File: src/sv/fpr_pkg.sv
// Package with the shared constants, codes and the CRC-8 step of the framed packet receiver.
`timescale 1ns / 1ps

package fpr_pkg;

  localparam int BUFFER_DEPTH = 256;
  localparam int ADDR_W       = (BUFFER_DEPTH > 1) ? $clog2(BUFFER_DEPTH) : 1;

  // Framing bytes.
  localparam logic [7:0] FRAME_HEAD = 8'hAA;
  localparam logic [7:0] FRAME_TAIL = 8'hBB;
  localparam logic [7:0] NO_STUFF   = 8'hFF;

  // Item commands.
  localparam logic [1:0] CMD_POLL = 2'd0;
  localparam logic [1:0] CMD_BYTE = 2'd1;
  localparam logic [1:0] CMD_READ = 2'd2;

  // Result status codes.
  localparam logic [2:0] ST_CONT   = 3'd0;
  localparam logic [2:0] ST_NEW    = 3'd1;
  localparam logic [2:0] ST_NODATA = 3'd2;
  localparam logic [2:0] ST_CRC    = 3'd3;
  localparam logic [2:0] ST_STOP   = 3'd4;
  localparam logic [2:0] ST_LEN    = 3'd5;
  localparam logic [2:0] ST_STALE  = 3'd6;

  // Parser phases.
  localparam logic [2:0] PH_START = 3'd0;
  localparam logic [2:0] PH_ID    = 3'd1;
  localparam logic [2:0] PH_OVER  = 3'd2;
  localparam logic [2:0] PH_LEN   = 3'd3;
  localparam logic [2:0] PH_PAY   = 3'd4;
  localparam logic [2:0] PH_CRC   = 3'd5;
  localparam logic [2:0] PH_STOP  = 3'd6;

  // Configuration register indexes.
  localparam int CFG_IDX_W = 2;
  localparam logic [CFG_IDX_W-1:0] REG_TIMEOUT = 2'd0;
  localparam logic [CFG_IDX_W-1:0] REG_POLY    = 2'd1;

  localparam logic [31:0] TIMEOUT_RESET = 32'd50;
  localparam logic [7:0]  POLY_RESET    = 8'h9B;

  // Bit 8 set means no marked position is pending.
  localparam logic [8:0] NO_MARK = 9'h100;

  typedef logic [7:0] byte_t;

  // One byte of an MSB-first CRC-8 with no final xor.
  function automatic byte_t crc8_step(input byte_t crc, input byte_t data, input byte_t poly);
    byte_t c;
    c = crc ^ data;
    for (int k = 0; k < 8; k++) begin
      if (c[7]) begin
        c = {c[6:0], 1'b0} ^ poly;
      end else begin
        c = {c[6:0], 1'b0};
      end
    end
    return c;
  endfunction

endpackage

File: src/sv/framed_packet_receiver.sv
// Top level of the framed packet receiver: parser, payload store and result pipeline.
`timescale 1ns / 1ps

// Parses a byte stream framed as 0xAA, id, overhead, length, payload, CRC-8 and 0xBB,
// unstuffing the payload into a 256-byte store as it arrives. Each beat on the input
// channel yields exactly one result beat. One item is taken per cycle unless in_stall is high;
// each result passes through a result stage, beside the store's registered read, and then an
// output register. The store is a single RAM with one write and one read port: payload bytes
// write it, read items read it, so no two accesses fall in the same cycle. The store has no
// reset; reading a position never written returns an undefined byte. Configuration writes are
// always ready and must only be issued while the block is idle.
module framed_packet_receiver
  import fpr_pkg::*;
(
  input  logic                 clk,
  input  logic                 rst_n,
  // Input channel
  input  logic                 in_valid,
  output logic                 in_stall,
  input  logic [1:0]           in_cmd,
  input  logic [7:0]           in_rx_byte,
  input  logic [31:0]          in_now_ticks,
  input  logic [7:0]           in_read_index,
  // Result channel
  output logic                 out_valid,
  input  logic                 out_stall,
  output logic [2:0]           out_status,
  output logic [7:0]           out_bytes_read,
  output logic [7:0]           out_packet_id,
  output logic [7:0]           out_read_data,
  // Configuration channel
  input  logic                 cfg_valid,
  output logic                 cfg_ready,
  input  logic [CFG_IDX_W-1:0] cfg_index,
  input  logic [31:0]          cfg_data
);

  // Configuration
  logic [31:0] timeout_r;
  logic [7:0]  poly_r;

  // Parser state
  logic [2:0]  phase_r, phase_nxt;
  logic        active_r, active_nxt;
  logic [31:0] start_r, start_nxt;
  logic [7:0]  id_r, id_nxt;
  logic [7:0]  overhead_r, overhead_nxt;
  logic [7:0]  length_r, length_nxt;
  logic [7:0]  pos_r, pos_nxt;
  logic [8:0]  mark_r, mark_nxt;
  logic [7:0]  crc_r, crc_nxt;

  // Store access
  logic              st_we;
  logic [ADDR_W-1:0] st_waddr;
  logic [7:0]        st_wdata;
  logic [7:0]        st_rdata;

  // Result stage beside the store read, then the output register
  logic       s1_valid_r;
  logic [2:0] s1_status_r;
  logic [7:0] s1_bytes_r;
  logic [7:0] s1_id_r;
  logic       s1_rd_r;

  logic       out_valid_r;
  logic [2:0] out_status_r;
  logic [7:0] out_bytes_r;
  logic [7:0] out_id_r;
  logic [7:0] out_data_r;

  logic       in_acc, out_load;
  logic [2:0] status_nxt;
  logic [7:0] bytes_nxt;
  logic       is_read, rd_in_range;
  logic [31:0] age;
  logic [8:0]  chain_nxt;
  logic [7:0]  pos_inc;

  assign cfg_ready = 1'b1;

  always_ff @(posedge clk) begin
    if (!rst_n) begin
      timeout_r <= TIMEOUT_RESET;
      poly_r    <= POLY_RESET;
    end else if (cfg_valid) begin
      if (cfg_index == REG_TIMEOUT) begin
        timeout_r <= cfg_data;
      end else if (cfg_index == REG_POLY) begin
        poly_r <= cfg_data[7:0];
      end
    end
  end

  assign out_load = s1_valid_r && (!out_valid_r || !out_stall);
  assign in_stall = s1_valid_r && !out_load;
  assign in_acc   = in_valid && !in_stall;

  assign is_read     = (in_cmd == CMD_READ);
  assign rd_in_range = ({1'b0, in_read_index} < 9'(BUFFER_DEPTH));
  assign age         = in_now_ticks - start_r;
  assign chain_nxt   = {1'b0, pos_r} + {1'b0, in_rx_byte};
  assign pos_inc     = pos_r + 8'd1;

  always_comb begin
    phase_nxt    = phase_r;
    active_nxt   = active_r;
    start_nxt    = start_r;
    id_nxt       = id_r;
    overhead_nxt = overhead_r;
    length_nxt   = length_r;
    pos_nxt      = pos_r;
    mark_nxt     = mark_r;
    crc_nxt      = crc_r;
    status_nxt   = ST_NODATA;
    bytes_nxt    = 8'd0;
    st_we        = 1'b0;
    st_waddr     = pos_r[ADDR_W-1:0];
    st_wdata     = in_rx_byte;

    if (is_read) begin
      status_nxt = ST_NODATA;
    end else if (active_r && (age >= timeout_r)) begin
      phase_nxt  = PH_START;
      active_nxt = 1'b0;
      status_nxt = ST_STALE;
    end else if (in_cmd == CMD_BYTE) begin
      status_nxt = ST_CONT;
      unique case (phase_r)
        PH_START: begin
          if (in_rx_byte == FRAME_HEAD) begin
            phase_nxt  = PH_ID;
            active_nxt = 1'b1;
            start_nxt  = in_now_ticks;
          end
        end
        PH_ID: begin
          id_nxt    = in_rx_byte;
          phase_nxt = PH_OVER;
        end
        PH_OVER: begin
          overhead_nxt = in_rx_byte;
          phase_nxt    = PH_LEN;
        end
        PH_LEN: begin
          if (in_rx_byte == 8'd0 || {1'b0, in_rx_byte} > 9'(BUFFER_DEPTH)) begin
            phase_nxt  = PH_START;
            active_nxt = 1'b0;
            status_nxt = ST_LEN;
          end else begin
            length_nxt = in_rx_byte;
            pos_nxt    = 8'd0;
            crc_nxt    = 8'd0;
            if (overhead_r != NO_STUFF && overhead_r < in_rx_byte) begin
              mark_nxt = {1'b0, overhead_r};
            end else begin
              mark_nxt = NO_MARK;
            end
            phase_nxt = PH_PAY;
          end
        end
        PH_PAY: begin
          crc_nxt = crc8_step(crc_r, in_rx_byte, poly_r);
          // A marked byte is restored to the start byte and carries the step to the next mark.
          if (mark_r == {1'b0, pos_r}) begin
            st_wdata = FRAME_HEAD;
            if (in_rx_byte == 8'd0 || chain_nxt >= {1'b0, length_r}) begin
              mark_nxt = NO_MARK;
            end else begin
              mark_nxt = chain_nxt;
            end
          end
          st_we   = ({1'b0, pos_r} < 9'(BUFFER_DEPTH));
          pos_nxt = pos_inc;
          if (pos_inc >= length_r) begin
            phase_nxt = PH_CRC;
          end
        end
        PH_CRC: begin
          if (crc_r != in_rx_byte) begin
            phase_nxt  = PH_START;
            active_nxt = 1'b0;
            status_nxt = ST_CRC;
          end else begin
            phase_nxt = PH_STOP;
          end
        end
        PH_STOP: begin
          phase_nxt  = PH_START;
          active_nxt = 1'b0;
          if (in_rx_byte == FRAME_TAIL) begin
            status_nxt = ST_NEW;
            bytes_nxt  = length_r;
          end else begin
            status_nxt = ST_STOP;
          end
        end
        default: begin
          phase_nxt  = PH_START;
          active_nxt = 1'b0;
        end
      endcase
    end
  end

  always_ff @(posedge clk) begin
    if (!rst_n) begin
      phase_r    <= PH_START;
      active_r   <= 1'b0;
      start_r    <= 32'd0;
      id_r       <= 8'd0;
      overhead_r <= 8'd0;
      length_r   <= 8'd0;
      pos_r      <= 8'd0;
      mark_r     <= NO_MARK;
      crc_r      <= 8'd0;
    end else if (in_acc) begin
      phase_r    <= phase_nxt;
      active_r   <= active_nxt;
      start_r    <= start_nxt;
      id_r       <= id_nxt;
      overhead_r <= overhead_nxt;
      length_r   <= length_nxt;
      pos_r      <= pos_nxt;
      mark_r     <= mark_nxt;
      crc_r      <= crc_nxt;
    end
  end

  fpr_ram #(
    .WIDTH (8),
    .DEPTH (BUFFER_DEPTH)
  ) u_store (
    .clk     (clk),
    .we      (in_acc && st_we),
    .waddr   (st_waddr),
    .wdata   (st_wdata),
    .re      (in_acc && is_read),
    .raddr   (in_read_index[ADDR_W-1:0]),
    .rdata_r (st_rdata)
  );

  always_ff @(posedge clk) begin
    if (!rst_n) begin
      s1_valid_r <= 1'b0;
    end else begin
      s1_valid_r <= in_acc || (s1_valid_r && !out_load);
    end
  end

  always_ff @(posedge clk) begin
    if (in_acc) begin
      s1_status_r <= status_nxt;
      s1_bytes_r  <= bytes_nxt;
      s1_id_r     <= id_nxt;
      s1_rd_r     <= is_read && rd_in_range;
    end
  end

  always_ff @(posedge clk) begin
    if (!rst_n) begin
      out_valid_r <= 1'b0;
    end else if (out_load) begin
      out_valid_r <= 1'b1;
    end else if (!out_stall) begin
      out_valid_r <= 1'b0;
    end
  end

  always_ff @(posedge clk) begin
    if (out_load) begin
      out_status_r <= s1_status_r;
      out_bytes_r  <= s1_bytes_r;
      out_id_r     <= s1_id_r;
      out_data_r   <= s1_rd_r ? st_rdata : 8'd0;
    end
  end

  assign out_valid      = out_valid_r;
  assign out_status     = out_status_r;
  assign out_bytes_read = out_bytes_r;
  assign out_packet_id  = out_id_r;
  assign out_read_data  = out_data_r;

endmodule

File: src/sv/fpr_ram.sv
// Generic single-port-write, single-port-read RAM with a registered read.
`timescale 1ns / 1ps

module fpr_ram #(
  parameter int WIDTH = 8,
  parameter int DEPTH = 256
) (
  input  logic                             clk,
  input  logic                             we,
  input  logic [$clog2(DEPTH)-1:0]         waddr,
  input  logic [WIDTH-1:0]                 wdata,
  input  logic                             re,
  input  logic [$clog2(DEPTH)-1:0]         raddr,
  output logic [WIDTH-1:0]                 rdata_r
);

  logic [WIDTH-1:0] mem [DEPTH];

  always_ff @(posedge clk) begin
    if (we) begin
      mem[waddr] <= wdata;
    end
    if (re) begin
      rdata_r <= mem[raddr];
    end
  end

endmodule
File: config.mk
export PLATFORM = sky130hd
export DESIGN_NAME = framed_packet_receiver
export DESIGN_NICKNAME = d
export VERILOG_FILES = /design/src/sv/fpr_pkg.sv /design/src/sv/framed_packet_receiver.sv /design/src/sv/fpr_ram.sv
export SDC_FILE = /design/constraint.sdc
export NUM_CORES = 2
export LEC_CHECK = 0
export ABC_AREA = 1
export BUFFER_PORTS_ARGS = -buffer_cell sky130_fd_sc_hd__buf_2
export CORE_ASPECT_RATIO = 1.5
export CORE_MARGIN = 2
export CORE_UTILIZATION = 25
export DETAILED_ROUTE_END_ITERATION = 10
export SLEW_MARGIN = 20
export SYNTH_ARGS = -nofsm -noshare
export SYNTH_HDL_FRONTEND = slang
export SYNTH_SLANG_ARGS = --single-unit
File: constraint.sdc
create_clock -name clk -period 15.7 [get_ports clk]
set_input_delay 1.57 -clock clk [delete_from_list [all_inputs] [get_ports clk]]
set_output_delay 1.57 -clock clk [all_outputs]
set_load 0.02 [all_outputs]
==> flow_summary.json <==
{
  "status": "completed",
  "p_int_mw": 9.54,
  "dp_hpwl_um": 174000,
  "rsz_0062_raised_after_global_routing": "no",
  "timing.fmax_mhz": 115,
  "grt_residual_overflow": 0,
  "met1_usage": 0.160,
  "detailroute.via_count": 61951,
  "detailed_place.area_um2": 97800,
  "worst_skew_pair.late_latency_ns": 0.91,
  "busiest_layer": "met2",
  "clk_transition_reported_paths_ns": 0.07,
  "final-hold-violation-count": 0,
  "die_area_um2": 374000,
  "hp-start": "s1_id_r[0]",
  "synth-main-ff-cell": "sky130_fd_sc_hd__edfxtp_1",
  "synth_top_area_share": 0.685,
  "ys_warn_count": 0,
  "power.sequential.fraction": 0.522,
  "post_cts.resized_instances": 0,
  "initial_core_utilization": 0.251,
  "synthTopCellsByArea": "sky130_fd_sc_hd__edfxtp_1, sky130_fd_sc_hd__o21ai_0, sky130_fd_sc_hd__nor2_1",
  "final_common_cell": "sky130_fd_sc_hd__edfxtp_1",
  "largest_net_degree_at_the_start_of_global_routing": 190,
  "placementRows": 273,
  "die_height_um": 748,
  "antenna_violating_nets_post_route": 0,
  "setup_viol": 0,
  "worst_r2r_path_depth": 28,
  "yosys_register_bits": 2230,
  "setup_tns_ns": 0,
  "clock_tree.htree_level_count": 4,
  "drc": 0,
  "timing.final.crit_period_ns": 8.73,
  "holdPathEnd": "out_packet_id[0]",
  "ctsRootBufferMaster": "sky130_fd_sc_hd__clkbuf_16",
  "cts_max_path_bufs": 4,
  "final.setup.worst_slack_ns": 6.97,
  "grt_first_pass_wirelength_um": 406000,
  "vdd.ir_drop.worst_mv": 0.0906,
  "route.final.wire_length_um": 283000,
  "clock_sinks": 2230,
  "hold_depth": 0,
  "combinational_share_of_power": 0.077,
  "post_synth_inst_count": 7741,
  "global_route_met2_utilization": 0.254,
  "hold_ws_ns": 0.411,
  "r2r_slack_ns": 7.53,
  "crit-reg2reg-capture": "u_store.mem[148][1]",
  "met3_usage": 0.0207,
  "fin_crit_sh": 0.556,
  "postCtsHoldBufs": 0,
  "total_grt_usage": 0.145,
  "vias_per_cell": 4.91,
  "slew_viol_final": 0,
  "synth.distinct_cells": 49,
  "power_frac_clock": 0.401,
  "power-per-cell-area_nw_per_um2": 120,
  "io_buffer_count": 117,
  "cp-end-kind": "flop",
  "crit_path_max_fanout": 55,
  "syn-mean-instance-area_um2": 11.9,
  "yosysTopAreaCell": "sky130_fd_sc_hd__edfxtp_1",
  "cp_data_required_time_ns": 16.27,
  "static_leak_nw": 32.7,
  "io-pin-count": 119,
  "drtPass1Iterations": 6,
  "arrival_time_reported_for_the_critical_path_endpoint_ns": 9.29,
  "pre_cts_ws_ns": 6.09,
  "syn_area_um2": 92200,
  "syn-num-nets": 7930,
  "detailedRoute.firstIterationViolations": 6501,
  "skew_ns": 0.116,
  "tritoncts": "done",
  "max-slew-margin-rel": 0.194,
  "fp.dieW_um": 500,
  "number_of_flops_mapped_to_enable_cells_by_yosys": 2103,
  "sw_frac_of_total": 0.236,
  "layout-area-overhead-vs-synth_pct": 13.3,
  "post-cts-setup-buffers": 0,
  "grt_pass1_vias": 60904,
  "maxCapViolCount": 0,
  "postLayoutCellArea_um2": 104000,
  "fin_total_pwr_mw": 12.5,
  "yosysSeqAreaShare": 0.713,
  "antenna_violations_before_repair": 13,
  "coreArea_um2": 368000,
  "min-delay-path-class": "reg -> reg",
  "routabilityCongestion": 0.916,
  "layout_common_cells": "sky130_fd_sc_hd__edfxtp_1, sky130_fd_sc_hd__nor2_1, sky130_fd_sc_hd__o21ai_0, sky130_fd_sc_hd__o22ai_1, sky130_fd_sc_hd__nand2_1",
  "netSwitchingPower_mw": 2.95,
  "timing_worst_setup_path_type": "in -> reg",
  "drt-wirelength-per-cell_um": 22.4,
  "cts_buffers": 204,
  "layout-drive-gt1-share": 0.0752,
  "critical_path_start_type": "input pin",
  "worst_pin_slew_ns": 1.21,
  "r2r_start": "start_r[2]",
  "layout.nets": 7819,
  "synth_async_sr_flop_share": 0
}
logic make-up after synthesis:
logic type | Yosys count | share of synthesized area
AND/OR/NAND/NOR | 2174 | 0.0928
XOR/XNOR | 67 | 0.00653
other | 1 | 0.0000407
adder cells (fa/ha/maj) | 100 | 0.0137
buffers and inverters | 790 | 0.0327
AO/OA/AOI/OAI | 2379 | 0.141
flip-flops | 2230 | 0.713
worst max-delay path by stage:
stage | slack, ns | end | from | cells after the start
finish | 6.97 | u_store.mem[148][1] | in_now_ticks[2] | 28
global route | 6.37 | u_store.mem[154][1] | in_now_ticks[4] | 28
CTS | 7.00 | u_store.mem[232][1] | in_now_ticks[2] | 28
detailed placement | 6.09 | u_store.mem[149][1] | in_now_ticks[2] | 28
global placement | 5.86 | u_store.mem[149][1] | in_now_ticks[2] | 28
floorplan | 3.57 | u_store.mem[0][0] | in_now_ticks[2] | 24
layer usage:
metal,vias to the layer above,share of wire
met3,773,0.066
li1,28050,-
met2,2658,0.50
met5,-,0.00011
met1,30464,0.36
met4,6,0.080
final cells by class:
type,count,area (um2)
Antenna cell,6,15.0
Clock buffer,235,5250
Clock inverter,132,1330
Fill cell,37369,263000
Inverter,261,1000
Multi-Input combinational cell,4721,23600
Sequential cell,2230,65700
Tap cell,4812,6020
Timing Repair Buffer,212,1470
cells in the mapped netlist, drive strengths merged (9+ instances only):
library cell,count
ha,98
nand3,97
buf,26
nand2,307
xnor2,24
o32ai,49
clkbuf,503
nor2,1725
inv,258
nor3,25
dfxtp,127
edfxtp,2103
o211ai,9
xor2,43
nand4,11
o21ai,1451
a21oi,185
o22ai,641
critical path: stages:
cell                        delay, ns
sky130_fd_sc_hd__buf_2           0.11
sky130_fd_sc_hd__ha_1            0.34
sky130_fd_sc_hd__a21oi_1         0.26
sky130_fd_sc_hd__o21ai_0         0.11
sky130_fd_sc_hd__a21oi_1         0.20
sky130_fd_sc_hd__o21ai_1         0.13
sky130_fd_sc_hd__a31oi_1         0.23
sky130_fd_sc_hd__o21ai_0         0.19
sky130_fd_sc_hd__a21boi_1        0.41
sky130_fd_sc_hd__o21ai_0         0.21
sky130_fd_sc_hd__a21oi_1         0.27
sky130_fd_sc_hd__o21ai_1         0.19
sky130_fd_sc_hd__a21oi_1         0.20
sky130_fd_sc_hd__xnor2_1         0.14
sky130_fd_sc_hd__ha_1            0.26
sky130_fd_sc_hd__nand2_1         0.07
sky130_fd_sc_hd__inv_1           0.03
sky130_fd_sc_hd__o21ai_0         0.13
sky130_fd_sc_hd__a21oi_1         0.09
sky130_fd_sc_hd__a2111oi_0       0.30
sky130_fd_sc_hd__o21ai_1         0.18
sky130_fd_sc_hd__nand2_1         0.20
sky130_fd_sc_hd__nand2_1         0.18
sky130_fd_sc_hd__nor2_1          0.75
sky130_fd_sc_hd__inv_1           0.39
sky130_fd_sc_hd__nand2_4         0.72
sky130_fd_sc_hd__buf_4           0.61
sky130_fd_sc_hd__buf_4           0.70
power groups by stage:
stage | Clock, mW | Sequential (mW) | Combinational [mW]
5_1_grt | 5.27 | 6.52 | 1.03
6_report | 5.01 | 6.52 | 0.956
2_1_floorplan | 0 | 6.68 | 0.577
3_5_place_dp | 0 | 6.65 | 0.950
4_1_cts | 5.08 | 6.52 | 0.952
3_3_place_gp | 0 | 6.65 | 0.950
state kept, by name, summed over array words and instances, names as in the netlist, 9 cells and up:
signal	flops
mark_r	9
start_r	32
u_store.mem	2048
timeout_r	32
stage by stage:
stage,util,instances
2_1_floorplan,-,7741
3_3_place_gp,0.266,12236
3_5_place_dp,0.266,12236
4_1_cts,0.284,12603
5_1_grt,0.284,12604
6_report,0.284,12609
Power figures use the tool's default switching activity.
